File: src/rtl/core/whca_pkg.sv
// Shared types and constants for the weighted hit cluster accumulator.
// No dependencies; imported by every module of the core.
`timescale 1ns / 1ps

package whca_pkg;

  localparam int unsigned MAX_HITS_DEF = 64;   // default MAX_HITS, the cap on the hit limit
  localparam int unsigned ACC_CAP      = 64;   // hits the accumulators can hold

  localparam int unsigned CNT_W     = 7;       // hit count and limit
  localparam int unsigned VAL_W     = 16;      // positions, time, ToT, means
  localparam int unsigned IDX_W     = 8;       // bar index
  localparam int unsigned TOT_SUM_W = 22;      // sum of up to 64 ToT values
  localparam int unsigned WSUM_W    = 39;      // ToT-weighted signed sums
  localparam int unsigned NUM_W     = 40;      // rounded dividend
  localparam int unsigned Q_W       = 16;      // quotient bits, one per step

  localparam logic [CNT_W-1:0] MAX_ELEM_RESET = 7'd16;

  // Cluster state as seen by the mean computation
  typedef struct packed {
    logic                        accepted;
    logic [CNT_W-1:0]            hit_count;
    logic [TOT_SUM_W-1:0]        tot_sum;
    logic signed [WSUM_W-1:0]    bar_sum;
    logic signed [WSUM_W-1:0]    hit_sum;
    logic signed [WSUM_W-1:0]    time_sum;
    logic [IDX_W-1:0]            largest_index;
  } acc_status_t;

endpackage

File: src/rtl/core/whca_acc.sv
// Cluster accumulator: hit count, ToT sum, largest hit and three weighted sums.
// The weighted sums grow by a bit-serial multiply over the ToT bits. Uses whca_pkg.
`timescale 1ns / 1ps

module whca_acc #(
  parameter int unsigned MAX_HITS = whca_pkg::MAX_HITS_DEF
) (
  input  logic                                clk_i,
  input  logic                                rst_ni,
  input  logic                                start_i,
  input  logic                                opcode_i,
  input  logic signed [whca_pkg::VAL_W-1:0]   bar_i,
  input  logic signed [whca_pkg::VAL_W-1:0]   hit_i,
  input  logic signed [whca_pkg::VAL_W-1:0]   time_i,
  input  logic [whca_pkg::VAL_W-1:0]          tot_i,
  input  logic [whca_pkg::IDX_W-1:0]          idx_i,
  input  logic [whca_pkg::CNT_W-1:0]          max_elements_i,
  output logic                                done_o,
  output whca_pkg::acc_status_t               status_o
);
  import whca_pkg::*;

  localparam int unsigned CAP = (MAX_HITS < ACC_CAP) ? MAX_HITS : ACC_CAP;
  localparam logic [CNT_W-1:0] CAP_W = CNT_W'(CAP);
  localparam int unsigned STEP_W = $clog2(VAL_W);
  localparam logic [STEP_W-1:0] LAST_STEP = STEP_W'(VAL_W - 1);

  logic [CNT_W-1:0]         limit;
  logic                     clear;
  logic                     accept;
  logic [CNT_W-1:0]         base_count;
  logic [TOT_SUM_W-1:0]     base_tot_sum;

  logic                     busy_q;
  logic                     done_q;
  logic [STEP_W-1:0]        step_q;
  logic                     accepted_q;
  logic [CNT_W-1:0]         hit_count_q;
  logic [TOT_SUM_W-1:0]     tot_sum_q;
  logic signed [WSUM_W-1:0] bar_sum_q, hit_sum_q, time_sum_q;
  logic [VAL_W-1:0]         largest_tot_q;
  logic [IDX_W-1:0]         largest_index_q;

  logic [VAL_W-1:0]         tot_sr_q;
  logic signed [WSUM_W-1:0] mc_bar_q, mc_hit_q, mc_time_q;

  assign limit        = (max_elements_i < CAP_W) ? max_elements_i : CAP_W;
  assign clear        = (opcode_i == 1'b0);
  assign accept       = clear || (hit_count_q < limit);
  assign base_count   = clear ? '0 : hit_count_q;
  assign base_tot_sum = clear ? '0 : tot_sum_q;

  always_ff @(posedge clk_i or negedge rst_ni) begin
    if (!rst_ni) begin
      busy_q          <= 1'b0;
      done_q          <= 1'b0;
      step_q          <= '0;
      accepted_q      <= 1'b0;
      hit_count_q     <= '0;
      tot_sum_q       <= '0;
      bar_sum_q       <= '0;
      hit_sum_q       <= '0;
      time_sum_q      <= '0;
      largest_tot_q   <= '0;
      largest_index_q <= '0;
    end else begin
      done_q <= 1'b0;
      if (start_i) begin
        busy_q     <= 1'b1;
        step_q     <= '0;
        accepted_q <= accept;
        if (clear) begin
          bar_sum_q  <= '0;
          hit_sum_q  <= '0;
          time_sum_q <= '0;
        end
        if (accept) begin
          hit_count_q <= base_count + CNT_W'(1);
          tot_sum_q   <= base_tot_sum + TOT_SUM_W'(tot_i);
          if ((base_count == '0) || (tot_i > largest_tot_q)) begin
            largest_tot_q   <= tot_i;
            largest_index_q <= idx_i;
          end
        end
      end else if (busy_q) begin
        // one ToT bit per cycle: add the shifted multiplicand where it is set
        if (tot_sr_q[0]) begin
          bar_sum_q  <= bar_sum_q + mc_bar_q;
          hit_sum_q  <= hit_sum_q + mc_hit_q;
          time_sum_q <= time_sum_q + mc_time_q;
        end
        step_q <= step_q + STEP_W'(1);
        if (step_q == LAST_STEP) begin
          busy_q <= 1'b0;
          done_q <= 1'b1;
        end
      end
    end
  end

  // multiplier operands, no reset needed
  always_ff @(posedge clk_i) begin
    if (start_i) begin
      tot_sr_q  <= accept ? tot_i : '0;
      mc_bar_q  <= WSUM_W'(bar_i);
      mc_hit_q  <= WSUM_W'(hit_i);
      mc_time_q <= WSUM_W'(time_i);
    end else if (busy_q) begin
      tot_sr_q  <= tot_sr_q >> 1;
      mc_bar_q  <= mc_bar_q <<< 1;
      mc_hit_q  <= mc_hit_q <<< 1;
      mc_time_q <= mc_time_q <<< 1;
    end
  end

  assign done_o                 = done_q;
  assign status_o.accepted      = accepted_q;
  assign status_o.hit_count     = hit_count_q;
  assign status_o.tot_sum       = tot_sum_q;
  assign status_o.bar_sum       = bar_sum_q;
  assign status_o.hit_sum       = hit_sum_q;
  assign status_o.time_sum      = time_sum_q;
  assign status_o.largest_index = largest_index_q;

endmodule

File: src/rtl/core/whca_div.sv
// Serial restoring divider, one quotient bit per cycle, 16-bit quotient.
// Dividend must be below divisor times 2^16. Uses whca_pkg.
`timescale 1ns / 1ps

module whca_div (
  input  logic                              clk_i,
  input  logic                              rst_ni,
  input  logic                              start_i,
  input  logic [whca_pkg::NUM_W-1:0]        num_i,
  input  logic [whca_pkg::TOT_SUM_W-1:0]    den_i,
  output logic                              done_o,
  output logic [whca_pkg::Q_W-1:0]          quot_o
);
  import whca_pkg::*;

  localparam int unsigned STEP_W = $clog2(Q_W);
  localparam logic [STEP_W-1:0] LAST_STEP = STEP_W'(Q_W - 1);

  logic                   busy_q;
  logic                   done_q;
  logic [STEP_W-1:0]      step_q;
  logic [TOT_SUM_W-1:0]   rem_q;
  logic [TOT_SUM_W-1:0]   den_q;
  logic [Q_W-1:0]         quo_q;

  logic [TOT_SUM_W:0]     trial;
  logic [TOT_SUM_W:0]     diff;
  logic                   ge;

  assign trial = {rem_q, quo_q[Q_W-1]};
  assign diff  = trial - {1'b0, den_q};
  assign ge    = (trial >= {1'b0, den_q});

  always_ff @(posedge clk_i or negedge rst_ni) begin
    if (!rst_ni) begin
      busy_q <= 1'b0;
      done_q <= 1'b0;
      step_q <= '0;
    end else begin
      done_q <= 1'b0;
      if (start_i) begin
        busy_q <= 1'b1;
        step_q <= '0;
      end else if (busy_q) begin
        step_q <= step_q + STEP_W'(1);
        if (step_q == LAST_STEP) begin
          busy_q <= 1'b0;
          done_q <= 1'b1;
        end
      end
    end
  end

  always_ff @(posedge clk_i) begin
    if (start_i) begin
      // upper dividend part is already below the divisor
      rem_q <= num_i[TOT_SUM_W+Q_W-1:Q_W];
      quo_q <= num_i[Q_W-1:0];
      den_q <= den_i;
    end else if (busy_q) begin
      rem_q <= ge ? diff[TOT_SUM_W-1:0] : trial[TOT_SUM_W-1:0];
      quo_q <= {quo_q[Q_W-2:0], ge};
    end
  end

  assign done_o = done_q;
  assign quot_o = quo_q;

endmodule

File: src/rtl/core/weighted_hit_cluster_accumulator_core.sv
// Top level of the weighted hit cluster accumulator core.
// Instantiates whca_acc and whca_div; uses whca_pkg.
`timescale 1ns / 1ps

// Usage
//   Input stream (s_axis_*): one bar hit per request. tuser carries the
//   opcode: 0 opens a new cluster with this hit, 1 adds the hit to the
//   current cluster. An add beyond the hit limit is rejected and leaves the
//   cluster as it was.
//   Output stream (m_axis_*): one result per request with the multiplicity,
//   the ToT-weighted means of bar position, hit position and time, the plain
//   mean ToT and the bar index of the largest hit. tuser flags a zero total
//   ToT, in which case the three weighted means read zero.
//   Configuration: cfg_we_i writes cfg_wdata_i into the hit limit
//   (max_elements); write it only while no request is in flight.
//   Sequence: the accept cycle, the bit-serial multiply over the ToT bits
//   (16 steps, then a done pulse), four passes through the one shared
//   serial divider (three weighted means, then mean ToT) and the output load.
//   The result shows on m_axis after the last division, when tready returns
//   as well.
//   Stall: the result waits in the output register. The next request is
//   accepted meanwhile; its result holds in the core until the register frees.
//   Reset: clears the cluster and sets the hit limit to 16.
module weighted_hit_cluster_accumulator_core #(
  parameter int unsigned MAX_HITS = whca_pkg::MAX_HITS_DEF
) (
  input  logic                             clk_i,
  input  logic                             rst_ni,
  input  logic                             s_axis_tvalid,
  output logic                             s_axis_tready,
  // [15:0] bar_position, [31:16] hit_position, [47:32] hit_time,
  // [63:48] tot, [71:64] bar_index
  input  logic [71:0]                      s_axis_tdata,
  // [0] opcode
  input  logic [0:0]                       s_axis_tuser,
  output logic                             m_axis_tvalid,
  input  logic                             m_axis_tready,
  // [0] accepted, [7:1] multiplicity, [23:8] mean_bar_position,
  // [39:24] mean_hit_position, [55:40] mean_time, [71:56] mean_tot,
  // [79:72] max_bar_index
  output logic [79:0]                      m_axis_tdata,
  // [0] zero_weight
  output logic [0:0]                       m_axis_tuser,
  input  logic                             cfg_we_i,
  input  logic [whca_pkg::CNT_W-1:0]       cfg_wdata_i
);
  import whca_pkg::*;

  typedef enum logic [4:0] {
    S_IDLE   = 5'b00001,
    S_MAC    = 5'b00010,
    S_SETUP  = 5'b00100,
    S_DIV    = 5'b01000,
    S_FINISH = 5'b10000
  } state_e;

  typedef enum logic [1:0] {
    DIV_BAR  = 2'd0,
    DIV_HIT  = 2'd1,
    DIV_TIME = 2'd2,
    DIV_TOT  = 2'd3
  } div_sel_e;

  state_e               state_q;
  div_sel_e             sel_q;
  logic [CNT_W-1:0]     max_elements_q;
  logic                 s_fire;
  logic                 load_out;

  acc_status_t          status;
  logic                 acc_done;

  // division operands
  logic signed [WSUM_W-1:0] wsum;
  logic [WSUM_W-1:0]        wsum_u;
  logic                     neg;
  logic [WSUM_W-1:0]        mag;
  logic [NUM_W-1:0]         num;
  logic [TOT_SUM_W-1:0]     den;
  logic                     zero_div;
  logic                     div_start;
  logic                     div_done;
  logic [Q_W-1:0]           quot;
  logic [Q_W-1:0]           quot_signed;
  logic [Q_W-1:0]           result;
  logic                     neg_q;
  logic                     zero_q;

  logic [VAL_W-1:0]     mean_bar_q, mean_hit_q, mean_time_q, mean_tot_q;

  logic                 m_valid_q;
  logic [79:0]          m_data_q;
  logic [0:0]           m_user_q;

  assign s_axis_tready = (state_q == S_IDLE);
  assign s_fire        = s_axis_tvalid && s_axis_tready;
  assign load_out      = (state_q == S_FINISH) && (!m_valid_q || m_axis_tready);
  assign div_start     = (state_q == S_SETUP);

  always_ff @(posedge clk_i or negedge rst_ni) begin
    if (!rst_ni) begin
      max_elements_q <= MAX_ELEM_RESET;
    end else if (cfg_we_i) begin
      max_elements_q <= cfg_wdata_i;
    end
  end

  whca_acc #(
    .MAX_HITS (MAX_HITS)
  ) u_acc (
    .clk_i          (clk_i),
    .rst_ni         (rst_ni),
    .start_i        (s_fire),
    .opcode_i       (s_axis_tuser[0]),
    .bar_i          ($signed(s_axis_tdata[15:0])),
    .hit_i          ($signed(s_axis_tdata[31:16])),
    .time_i         ($signed(s_axis_tdata[47:32])),
    .tot_i          (s_axis_tdata[63:48]),
    .idx_i          (s_axis_tdata[71:64]),
    .max_elements_i (max_elements_q),
    .done_o         (acc_done),
    .status_o       (status)
  );

  // Pick the dividend for the current mean and round it to nearest:
  // weighted means divide |sum| + tot_sum/2 by tot_sum and restore the sign,
  // mean ToT divides tot_sum + count/2 by the count.
  always_comb begin
    case (sel_q)
      DIV_BAR:  wsum = status.bar_sum;
      DIV_HIT:  wsum = status.hit_sum;
      DIV_TIME: wsum = status.time_sum;
      default:  wsum = '0;
    endcase
    wsum_u = wsum;
    mag    = wsum_u[WSUM_W-1] ? (~wsum_u + WSUM_W'(1)) : wsum_u;
    if (sel_q == DIV_TOT) begin
      neg      = 1'b0;
      num      = NUM_W'(status.tot_sum) + NUM_W'(status.hit_count >> 1);
      den      = TOT_SUM_W'(status.hit_count);
      zero_div = (status.hit_count == '0);
    end else begin
      neg      = wsum_u[WSUM_W-1];
      num      = NUM_W'(mag) + NUM_W'(status.tot_sum >> 1);
      den      = status.tot_sum;
      zero_div = (status.tot_sum == '0);
    end
  end

  whca_div u_div (
    .clk_i   (clk_i),
    .rst_ni  (rst_ni),
    .start_i (div_start),
    .num_i   (num),
    .den_i   (den),
    .done_o  (div_done),
    .quot_o  (quot)
  );

  assign quot_signed = neg_q ? (~quot + Q_W'(1)) : quot;
  assign result      = zero_q ? '0 : quot_signed;

  always_ff @(posedge clk_i or negedge rst_ni) begin
    if (!rst_ni) begin
      state_q <= S_IDLE;
      sel_q   <= DIV_BAR;
    end else begin
      case (state_q)
        S_IDLE: begin
          if (s_fire) state_q <= S_MAC;
        end
        S_MAC: begin
          if (acc_done) begin
            sel_q   <= DIV_BAR;
            state_q <= S_SETUP;
          end
        end
        S_SETUP: begin
          state_q <= S_DIV;
        end
        S_DIV: begin
          if (div_done) begin
            if (sel_q == DIV_TOT) begin
              state_q <= S_FINISH;
            end else begin
              sel_q   <= div_sel_e'(sel_q + 2'd1);
              state_q <= S_SETUP;
            end
          end
        end
        S_FINISH: begin
          if (load_out) state_q <= S_IDLE;
        end
        default: state_q <= S_IDLE;
      endcase
    end
  end

  // latch sign and zero case with the division start, store each mean
  always_ff @(posedge clk_i) begin
    if (div_start) begin
      neg_q  <= neg;
      zero_q <= zero_div;
    end
    if ((state_q == S_DIV) && div_done) begin
      case (sel_q)
        DIV_BAR:  mean_bar_q  <= result;
        DIV_HIT:  mean_hit_q  <= result;
        DIV_TIME: mean_time_q <= result;
        default:  mean_tot_q  <= result;
      endcase
    end
  end

  // output register: hold until taken
  always_ff @(posedge clk_i or negedge rst_ni) begin
    if (!rst_ni) begin
      m_valid_q <= 1'b0;
    end else if (load_out) begin
      m_valid_q <= 1'b1;
    end else if (m_axis_tready) begin
      m_valid_q <= 1'b0;
    end
  end

  always_ff @(posedge clk_i) begin
    if (load_out) begin
      m_data_q <= {status.largest_index, mean_tot_q, mean_time_q, mean_hit_q,
                   mean_bar_q, status.hit_count, status.accepted};
      m_user_q <= (status.tot_sum == '0);
    end
  end

  assign m_axis_tvalid = m_valid_q;
  assign m_axis_tdata  = m_data_q;
  assign m_axis_tuser  = m_user_q;

endmodule

File: config.mk
export PLATFORM = sky130hd
export DESIGN_NAME = weighted_hit_cluster_accumulator_core
export DESIGN_NICKNAME = d
export VERILOG_FILES = /design/src/rtl/core/whca_pkg.sv /design/src/rtl/core/whca_acc.sv /design/src/rtl/core/whca_div.sv /design/src/rtl/core/weighted_hit_cluster_accumulator_core.sv
export SDC_FILE = /design/constraint.sdc
export NUM_CORES = 1
export LEC_CHECK = 0
export ABC_AREA = 1
export BUFFER_PORTS_ARGS = -buffer_cell sky130_fd_sc_hd__buf_2
export CELL_PAD_IN_SITES_DETAIL_PLACEMENT = 0
export CELL_PAD_IN_SITES_GLOBAL_PLACEMENT = 1
export CORE_MARGIN = 3
export CORE_UTILIZATION = 30
export CTS_CLUSTER_DIAMETER = 100
export DETAILED_ROUTE_END_ITERATION = 7
export PLACE_DENSITY_LB_ADDON = 0.15
export SLEW_MARGIN = 10
export SYNTH_ARGS = -nofsm -noshare
export SYNTH_HDL_FRONTEND = slang
export SYNTH_SLANG_ARGS = --single-unit
File: constraint.sdc
create_clock -name clk_i -period 6.3 [get_ports clk_i]
set_clock_uncertainty 0.05 [all_clocks]
set_input_delay 1.26 -clock clk_i [delete_from_list [all_inputs] [get_ports clk_i]]
set_output_delay 1.26 -clock clk_i [all_outputs]
set_load 0.005 [all_outputs]
Yosys cells after proc, flatten, opt, wreduce, memory -nomap -nowiden --
Index checks and enable logic that the tools add are counted.
Word-level totals: register bits 538, bits of input ports 85, word-level logic and storage cells 159
Operators by class: $add $sub $neg 13, $lt $le $gt $ge 4, eq/ne operators 16, multiplexer cells 62, bitwise logic cells 4, reductions and logical operators 26
Operator list (number):
- 39-bit two-way mux | 16
- 39-bit adder | 3
- 39-bit one-hot mux with 3 select lines | 1
- 16-bit two-way mux | 7
- 22-bit two-way mux | 4
- 38-bit two-way mux | 2
- 38-bit by 1-bit adder with 38-bit output (second input constant) | 1
- 38-bit by 21-bit adder with 38-bit output | 1
- 38-bit inverter | 1
- 5-bit two-way mux | 5
- 5-bit one-hot mux with 5 select lines | 1
- 22-bit by 6-bit adder with 23-bit output | 1
- 23-bit by 22-bit >= comparator with 1-bit output | 1
- 22-bit by 16-bit adder with 22-bit output | 1
- 22-bit zero test | 1
- 22-bit subtractor | 1
- 7-bit two-way mux | 3
- 16-bit by 1-bit adder with 16-bit output (second input constant) | 1
- 16-bit greater-than comparator | 1
- 4-bit two-way mux | 4
- 16-bit inverter | 1
- 1-bit two-way mux | 15
- 7-bit zero test | 2
- 2-bit AND reduction | 5
- 26 further kinds | 46

Logic depth before layout (Yosys ltp) --
Gate-level depths: netlist of the first run.
word-level depth 8, mapped depth 28, depth with buffers taken out 27

Cells and area by module --
From an unflattened synthesis of the first run, not the netlist that was laid out.
Second synthesis, totals: cells, all modules 5236, area, all modules 37497.2 µm²
By module, submodules not included:
- whca_acc | instances 1, cells an instance 3331, area an instance 22455.3 µm², seq. area each 8423.1 µm²
- weighted_hit_cluster_accumulator_core | instances 1, cells an instance 1305, area an instance 10428.8 µm², seq. area each 4792.1 µm²
- whca_div | instances 1, cells an instance 600, area an instance 4613.2 µm², seq. area each 1951.9 µm²

Worst setup path before layout of the first run --
No wires, ideal clock.
path type in2reg, start input m_axis_tready, end register u_acc.mc_bar_q[0], enable pin, library setup time 498 ps, arrival time 4912 ps, path slack 840 ps, stages on the path 9, cell sequence nor2_1 inv_1 nor2_1 nor3_2 inv_2 nor2_4 inv_4 buf_2 nand2_1
RTL lines:
- from (decl) | line weighted_hit_cluster_accumulator_core.sv:37 | input logic m_axis_tready,
- to (signal assigned) | line whca_acc.sv:105 | mc_bar_q <= WSUM_W'(bar_i);
- to (signal assigned) | line whca_acc.sv:110 | mc_bar_q <= mc_bar_q <<< 1;
- to (decl) | line whca_acc.sv:45 | logic signed [WSUM_W-1:0] mc_bar_q, mc_hit_q, mc_time_q;

Final worst setup path of the first run --
start register sel_q[0], end register u_div.rem_q[20], data pin
Between the ends: cells in the longest elaborated chain, start to end 8
Ends and longest elaborated chain:
- from (decl) | line weighted_hit_cluster_accumulator_core.sv:65 | div_sel_e sel_q;
- from (signal assigned) | line weighted_hit_cluster_accumulator_core.sv:186 | sel_q <= div_sel_e'(sel_q + 2'd1);
- 2-bit equality test (tied with other cells) | line weighted_hit_cluster_accumulator_core.sv:129 | case (sel_q)
- 39-bit one-hot mux with 3 select lines | line weighted_hit_cluster_accumulator_core.sv:129
- 38-bit inverter | line weighted_hit_cluster_accumulator_core.sv:136 | mag = wsum_u[WSUM_W-1] ? (~wsum_u + WSUM_W'(1)) : wsum_u;
- 38-bit by 1-bit adder with 38-bit output | line weighted_hit_cluster_accumulator_core.sv:136
- 38-bit two-way mux | line weighted_hit_cluster_accumulator_core.sv:136
- 38-bit by 21-bit adder with 38-bit output | line weighted_hit_cluster_accumulator_core.sv:144 | num = NUM_W'(mag) + NUM_W'(status.tot_sum >> 1);
- 38-bit two-way mux (*) | line weighted_hit_cluster_accumulator_core.sv:137 | if (sel_q == DIV_TOT) begin
- 22-bit two-way mux (*) | line whca_div.sv:55 | if (start_i) begin
- to (signal assigned) | line whca_div.sv:57 | rem_q <= num_i[TOT_SUM_W+Q_W-1:Q_W];
- to (signal assigned) | line whca_div.sv:61 | rem_q <= ge ? diff[TOT_SUM_W-1:0] : trial[TOT_SUM_W-1:0];
- to (decl) | line whca_div.sv:22 | logic [TOT_SUM_W-1:0] rem_q;
Every way passes the cells marked *; elsewhere a longest branch is shown, timed or not. A chain may end at the register's enable or synchronous reset.

==> results of run 1 <==
==> logic make-up (layout without fill, tap and decap cells) <==
kind of cell             Yosys count  count (layout)  share of synthesized area [%]
multiplexers                      13              13                         0.4176
buffers and inverters            564             773                          6.634
flip-flops                       538             538                          44.01
XOR/XNOR                          87              87                          2.211
AO/OA/AOI/OAI                    856             856                          13.94
adder cells (fa/ha/maj)          218             218                          8.068
AND/OR/NAND/NOR                 2030            2030                          24.71
==> cells in the final DEF (no fill, tap or decap), drive strengths merged, types with 7 or more instances in the layout <==
master | Yosys | layout
o21a | 20 | 20
or2 | 16 | 16
buf | 72 | 192
o31ai | 21 | 21
mux2 | 11 | 11
nor2 | 372 | 372
o21ai | 309 | 309
ha | 211 | 211
nand4 | 31 | 31
bufinv | 0 | 7
and3 | 8 | 8
clkinv | 4 | 29
fa | 7 | 7
xnor2 | 22 | 22
a211oi | 8 | 8
o211ai | 16 | 16
a21o | 24 | 24
inv | 447 | 452
o21bai | 9 | 9
a22o | 16 | 16
dfrtp | 196 | 196
o22ai | 7 | 7
xor2 | 65 | 65
a31oi | 46 | 46
o221ai | 11 | 11
nor3 | 61 | 61
nor4 | 22 | 22
nand2 | 1293 | 1293
edfxtp | 340 | 340
a21oi | 346 | 346
a32o | 10 | 10
nand3b | 9 | 9
clkbuf | 41 | 87
nand3 | 212 | 212
==> path summary, 6_finish.rpt <==
check | to | slack, ns | start | cells after the start
setup / recovery | u_div.rem_q[20]$_DFFE_PP_ | 1.41 | sel_q[0]$_DFFE_PN0P_ | 17
hold / removal | m_axis_tdata[15]$_DFFE_PP_ | 0.35 | mean_bar_q[7]$_DFFE_PP_ | 0
setup reg to reg | u_div.rem_q[20]$_DFFE_PP_ | 1.41 | sel_q[0]$_DFFE_PN0P_ | 17
hold reg to reg | m_axis_tdata[15]$_DFFE_PP_ | 0.35 | mean_bar_q[7]$_DFFE_PP_ | 0
max in group asynchronous | u_acc.hit_sum_q[30]$_DFFE_PN0P_ | 4.32 | rst_ni | 2
min in group asynchronous | u_acc.largest_index_q[6]$_DFFE_PN0P_ | 0.57 | rst_ni | 1
==> metrics by stage <==
step | cell area [um^2] | worst slack [ns] | instances
floorplan | 34460 | 0.8403 | 4306
global placement | 36880 | 1.447 | 5885
finish | 39310 | 1.415 | 6015
detailed placement | 36890 | 1.355 | 5885
CTS | 39300 | 1.288 | 6015
global route | 39310 | 0.8625 | 6015
==> cell type report <==
class	count	area, um^2
sequential	538	15170
multi-input combinational	3204	17050
clock inverter	43	518.0
timing repair buffer	192	1096
tap	1500	1877
inverter	451	1700
clock buffer	87	1898
fill	12080	73960
==> flip-flops by register name, summed over array words and instances, names as in the netlist, 5 cells and up <==
| signal | cells |
|---|---|
| u_acc.mc_bar_q | 39 |
| u_acc.hit_count_q | 7 |
| u_acc.mc_time_q | 39 |
| mean_bar_q | 16 |
| u_acc.tot_sum_q | 22 |
| u_div.den_q | 22 |
| m_axis_tdata | 80 |
| u_acc.tot_sr_q | 16 |
| u_acc.hit_sum_q | 39 |
| state_q | 5 |
| u_acc.largest_tot_q | 16 |
| u_div.rem_q | 22 |
| u_acc.largest_index_q | 8 |
| max_elements_q | 7 |
| mean_time_q | 16 |
| mean_hit_q | 16 |
| mean_tot_q | 16 |
| u_acc.time_sum_q | 39 |
| u_acc.mc_hit_q | 39 |
| u_div.quot_o | 16 |
| u_acc.bar_sum_q | 39 |
==> metal layers <==
metal  GRT usage [%]  up-vias  routed length [um]
met5               0        -                   0
met4           3.867        0                1898
met3           2.439       97                4713
met2           34.11      520               57640
met1           26.58    13790               54410
li1                -    14870                   -
==> where the power goes <==
group	switching, W	total (W)	internal (W)	leakage [nW]
sequential	0.00124	0.00662	0.00537	5.90
clock	0.00170	0.00417	0.00247	1.16
combinational	0.00984	0.0143	0.00447	11.1
total	0.0128	0.0251	0.0123	18.1
==> worst register-to-register path, cell delays in order, from the launching register on <==
cell	delay, ns
dfrtp_1	0.37
inv_1	0.10
ha_1	0.23
inv_2	0.09
o221ai_2	0.09
nand2_1	0.38
clkinv_2	0.64
o21ai_0	0.64
fa_1	0.34
nand2_1	0.09
o21ai_0	0.44
inv_1	0.12
o221ai_1	0.41
nand3_1	0.16
nand2_2	0.17
nand4_1	0.12
nand3_1	0.10
nand2_1	0.06
==> impl_metrics.csv, run 1 <==
group,metric,value,unit
cts,cts-root-buf,"clkbuf_16",
critical_path,crit_required,6.60,ns
synthesis,synthArstFlopShare,36.80,%
sta,setup_tns,0,ns
critical_path,cp.arrival,5.18,ns
global_route,grt_pass1_wl,180200,um
synthesis,synthFlopType,"edfxtp_1",
synthesis,synthDistinctLibCells,61,
pwr,ir_worst_vdd,0.0002997,V
critical_path,worst_path_dominant_cell_family,"compound AO/OA/AOI/OAI gates",
sta,post-route-period-util,77.54,%
sta,max_slew_margin,25.86,%
routing,vias,29280,
synthesis,yosysSeqAreaShare,44.01,%
sta,rsz0062_at_grt,"no",
synthesis,synth_edf_count,340,
routing,drt.antenna.violating_nets,0,
floorplan,ios,168,
routing,drt-pass1-iter-count,5,
status,status,"completed",
critical_path,critPathLaunchType,"flip-flop",
sta,slew_violations,0,
synthesis,avgSynthCellArea,8.003,um^2
critical_path,path_common_cell,"nand2_1",
global_route,grt_pass1_vias,28870,
sta,finalHoldWorstSlack,0.3474,ns
pwr,totalPowerFinal,0.02509,W
routing,wl_per_cell,19.73,um
routing,drt_wl_total,118700,um
layout,area_growth,14.07,%
cts,hold_buffers,0,
place,dp_hpwl,91370,um
synthesis,yosys.area.top_type,"edfxtp_1",
floorplan,core_area,113300,um^2
synthesis,synth_area,34460,um^2
synthesis,yosys.area.top_type_share,29.63,%
global_route,grt.overflow.total,0,
layout,diodes,0,
sta,max_freq,204.7,MHz
synthesis,yosysMostFrequentCell,"nand2_1",
synthesis,ys_top_cells_by_count,"nand2_1, inv_1, a21oi_1",
synthesis,syn_inst,4306,
layout,drive_above_1_share,9.767,%
cts,cts_buffer_depth,3,
critical_path,path_cells,"inv_1, ha_1, inv_2, o221ai_2, nand2_1, clkinv_2, o21ai_0, fa_1, nand2_1, o21ai_0, inv_1, o221ai_1, nand3_1, nand2_2, nand4_1, nand3_1, nand2_1",
floorplan,die_area,119000,um^2
critical_path,cpPeakStageDelay,0.64,ns
job,maxCapViolations,0,
sta,tightestPinTransition,1.108,ns
pwr,leakage,18.15,nW
cts,cts_max_level,3,
global_route,grt_antenna_before_repair,0,
floorplan,num_rows,123,
critical_path,worstSetupPathType,"reg2reg",
cts,insertion_delay,0.65,ns
critical_path,cp_slowest_cell,"clkinv_2",
global_route,grt_max_degree,115,
critical_path,worstPathBufferInverterCount,4,
floorplan,die_y,344.9,um
floorplan,start_util,30.42,%
sta,setup_viol,0,
sta,post-route-min-period,4.885,ns
synthesis,ys_top_cells_by_area,"edfxtp_1, dfrtp_1, nand2_1",
layout,utilization,34.70,%
routing,post-route-drc-count,0,
floorplan,die_w,344.9,um
critical_path,path_max_fanout,46,
cts,cts_made_buffers,70,
hold_path,hold_class,"reg2reg",
place,port_buffers,167,
synthesis,yosysWarnings,0,
sta,hold_violations,0,
routing,via_per_inst,4.867,
cts,postCtsSetupBuffers,0,
layout,layout.nets,4760,
critical_path,critPathCaptureType,"flip-flop",
cts,clock_sinks,538,
cts,ctsResizeCount,0,
cts,cts.clk_slew.worst_paths,0.06,ns
pwr,power_density,638.4,nW/um^2
global_route,grtUsageTotal,19.74,%
synthesis,syn_nets,4609,
routing,drtIter0Drc,1694,
synthesis,ys_seq_elements,538,
cts,cts_tree,"yes",
place,place_congestion,0.8649,
No activity file was read; power rests on OpenSTA's default activity.
==> run 2: changes to the inputs <==
--- a/config.mk
+++ b/config.mk
@@ -5,7 +5,7 @@
 export SDC_FILE = /design/constraint.sdc
 export NUM_CORES = 1
 export LEC_CHECK = 0
-export ABC_AREA = 1
+export ABC_AREA = 0
 export BUFFER_PORTS_ARGS = -buffer_cell sky130_fd_sc_hd__buf_2
 export CELL_PAD_IN_SITES_DETAIL_PLACEMENT = 0
 export CELL_PAD_IN_SITES_GLOBAL_PLACEMENT = 1
==> constraint.sdc (replaced) <==
create_clock -name clk_i -period 4.8 [get_ports clk_i]
set_clock_uncertainty 0.05 [all_clocks]
set_input_delay 0.96 -clock clk_i [delete_from_list [all_inputs] [get_ports clk_i]]
set_output_delay 0.96 -clock clk_i [all_outputs]
set_load 0.005 [all_outputs]
==> run 2 against run 1 <==
  * Die area down 5.6%
  * Worst hold slack worse by 0.11 ns
  * Sequential cell count unchanged
  * Utilization up 1.0 points
  * Area after synthesis down 5.7%
  * Via count down 12%
  * Clock power up 27%
  * Sequential power up 29%
  * Critical endpoint is now u_div.rem_q[21]$_DFFE_PP_
==> impl_metrics.csv, run 2 <==
group,metric,value,unit
status,status,"completed",
sta,post-route-min-period,4.789,ns
layout,final_area,38310,um^2
synthesis,ys_seq_elements,538,
floorplan,start_util,30.31,%
critical_path,crit_required,5.15,ns
critical_path,path_common_cell,"buf_4",
global_route,grt.overflow.total,0,
cts,clock_sinks,538,
synthesis,synthDistinctLibCells,94,
job,maxCapViolations,0,
pwr,power_density,767.6,nW/um^2
synthesis,synth-simple-area-share,15.48,%
critical_path,worst_path_dominant_cell_family,"compound AO/OA/AOI/OAI gates",
layout,layout_common_cells,"edfxtp_1, nand2_1, o21ai_0",
synthesis,syn_nets,3539,
routing,drt.antenna.violating_nets,0,
layout,layout.nets,3775,
pwr,ir_worst_vdd,0.0003192,V
synthesis,synthAdderAreaFrac,8.557,%
cts,cts_buffer_depth,3,
routing,vias,25700,
floorplan,ios,168,
place,port_buffers,167,
synthesis,synth_area,32490,um^2
place,place_area,35800,um^2
routing,drt-pass1-iter-count,6,
sta,finalHoldWorstSlack,0.2347,ns
global_route,grtUsageTotal,17.77,%
synthesis,synthFlopType,"edfxtp_1",
floorplan,die_w,335.1,um
critical_path,path_max_fanout,7,
critical_path,worstSetupPathType,"reg2reg",
synthesis,synth_edf_count,340,
sta,layout_setup_ws,0.01068,ns
synthesis,ys_top_cells_by_count,"edfxtp_1, nand2_1, o21ai_0",
synthesis,synth_compound_area_share,18.58,%
global_route,grt_antenna_before_repair,1,
synthesis,yosysMostFrequentCell,"edfxtp_1",
sta,max_freq,208.8,MHz
routing,drtIter0Drc,1800,
synthesis,synthMuxAreaShare,1.856,%
cts,insertion_delay,0.66,ns
cts,cts-root-buf,"clkbuf_16",
floorplan,num_rows,120,
layout,largest_reg_flops,80,
routing,drt_wl_total,100500,um
routing,via_per_inst,5.207,
layout,layout_commonest_cell,"edfxtp_1",
floorplan,core_area,107200,um^2
sta,rsz0062_at_grt,"yes",
pwr,totalPowerFinal,0.02941,W
sta,tightestPinTransition,1.110,ns
synthesis,yosys.area.top_type_share,31.43,%
critical_path,cp_slowest_cell,"dfrtp_1",
cts,cts_max_level,3,
critical_path,cpPeakStageDelay,0.43,ns
synthesis,yosys.area.top_type,"edfxtp_1",
routing,post-route-drc-count,0,
place,dpl_worst_slack,-0.1351,ns
global_route,grt_pass1_wl,155400,um
sta,post-route-period-util,99.78,%
synthesis,avgSynthCellArea,10.04,um^2
floorplan,die_y,335.1,um
hold_path,hold_class,"in2async",
sta,max_slew_margin,26.03,%
cts,cts.clk_slew.worst_paths,0.06,ns
critical_path,worstPathBufferInverterCount,4,
critical_path,reg2reg_depth,23,
global_route,grt_pass1_vias,25850,
place,dp.cells,4790,
cts,hold_buffers,0,
cts,cts_tree,"yes",
critical_path,path_cells,"buf_4, buf_4, buf_4, ha_4, or2_4, ha_4, and2_4, a41o_1, o21ai_2, nand2_1, xnor2_1, nor2_1, ha_4, a21o_1, a31o_2, a21o_1, nor4_4, o21ai_2, o211ai_1, buf_4, nor4_4, xnor2_1, a22o_1",
synthesis,yosysWarnings,0,
sta,slew_violations,0,
synthesis,yosysSeqAreaShare,46.68,%
pwr,leakage,16.62,nW
critical_path,critPathCaptureType,"flip-flop",
layout,drive_above_1_share,15.61,%
floorplan,die_area,112300,um^2
synthesis,synth_xor_area_share,5.634,%
place,place_congestion,0.8833,
synthesis,synth_top_family_by_area,"compound AO/OA/AOI/OAI gates",
place,dp_hpwl,75150,um
sta,hold_violations,0,
routing,wl_per_cell,20.37,um
layout,area_growth,17.92,%
critical_path,path_depth,23,
critical_path,cp.arrival,5.13,ns
synthesis,syn_inst,3236,
layout,fill_cells,10800,
layout,stdcell_count,4936,
critical_path,critPathLaunchType,"flip-flop",
cts,cts_made_buffers,70,
sta,setup_viol,0,
synthesis,ys_top_cells_by_area,"edfxtp_1, dfrtp_1, ha_1",
global_route,grt_max_degree,88,
synthesis,synthArstFlopShare,36.80,%
run 2: cell types whose count changed after synthesis, moves of 40 or more:
cell / before / now
a21oi_1: 346 / 181
xor2_1: 65 / 105
nand2_1: 1253 / 320
o21ai_0: 298 / 245
clkbuf_1: 41 / 121
xnor2_1: 22 / 104
a21o_1: 24 / 148
nor2_1: 342 / 219
inv_1: 429 / 116
run 2: power breakdown:
group	total, W	switching (W)	leakage [nW]	internal, W
sequential	0.00852	0.00158	5.86	0.00694
clock	0.00530	0.00219	1.13	0.00312
combinational	0.0156	0.00896	9.63	0.00662
total	0.0294	0.0127	16.6	0.0167
run 2: layout make-up:
type                            instances  area, um^2  area share (%)
Sequential cell                       538       15170           39.59
Multi-Input combinational cell       2430       16560           43.22
Clock buffer                          101        1968           5.137
Clock inverter                         29       365.4          0.9537
Timing Repair Buffer                  316        2056           5.366
Antenna cell                            3       7.507         0.01960
Inverter                              116       435.4           1.137
Tap cell                             1403        1755           4.582
run 2: per-stage QoR:
step	utilization [%]	setup TNS, ns
6_report	35.74	0
5_1_grt	35.73	-3.723
4_1_cts	35.62	0
3_5_place_dp	33.40	-1.059
3_3_place_gp	33.40	0
2_1_floorplan	-	-2.371
run 2: final timing paths:
kind,startpoint,to,slack [ns]
max,sel_q[1]$_DFFE_PN0P_,u_div.rem_q[21]$_DFFE_PP_,0.01
min,rst_ni,u_acc.largest_index_q[3]$_DFFE_PN0P_,0.23
max reg2reg,sel_q[1]$_DFFE_PN0P_,u_div.rem_q[21]$_DFFE_PP_,0.01
min reg2reg,mean_tot_q[0]$_DFFE_PP_,m_axis_tdata[56]$_DFFE_PP_,0.35
max in group asynchronous,rst_ni,u_acc.hit_sum_q[0]$_DFFE_PN0P_,3.24
min in group clk_i,mean_tot_q[0]$_DFFE_PP_,m_axis_tdata[56]$_DFFE_PP_,0.35
run 2: worst register-to-register path, delay by kind of cell, from the launching register on:
kind | cells | cell delay, ns
compound gates | 8 | 1.55
xor+xnor | 2 | 0.26
fa+ha+maj | 3 | 0.60
buf+inv | 4 | 0.61
flops | 1 | 0.43
simple gates | 6 | 1.04
run 2: cell families after synthesis:
| logic type | count (synthesis) |
|---|---|
| AOI/OAI and AO/OA | 915 |
| adders and majority gates | 218 |
| and+or+nand+nor | 1033 |
| muxes | 55 |
| buffers and inverters | 268 |
| xor gates and xnor gates | 209 |
| DFF | 538 |
run 2: repair_timing:
| item | in CTS | in global routing |
|---|---|---|
| setup buffers | 7 | 6 |
| setup endpoints to repair | 17 | 27 |
| pin swaps | 5 | 23 |
| resized for setup | 0 | 21 |
run 2: layer usage:
layer	part of all wire [%]	vias to the layer above	track usage (%)
li1	-	12520	-
met1	47	12480	24.29
met2	46	556	28.88
met3	4.3	150	2.863
met4	2.9	0	5.417
met5	0	-	0
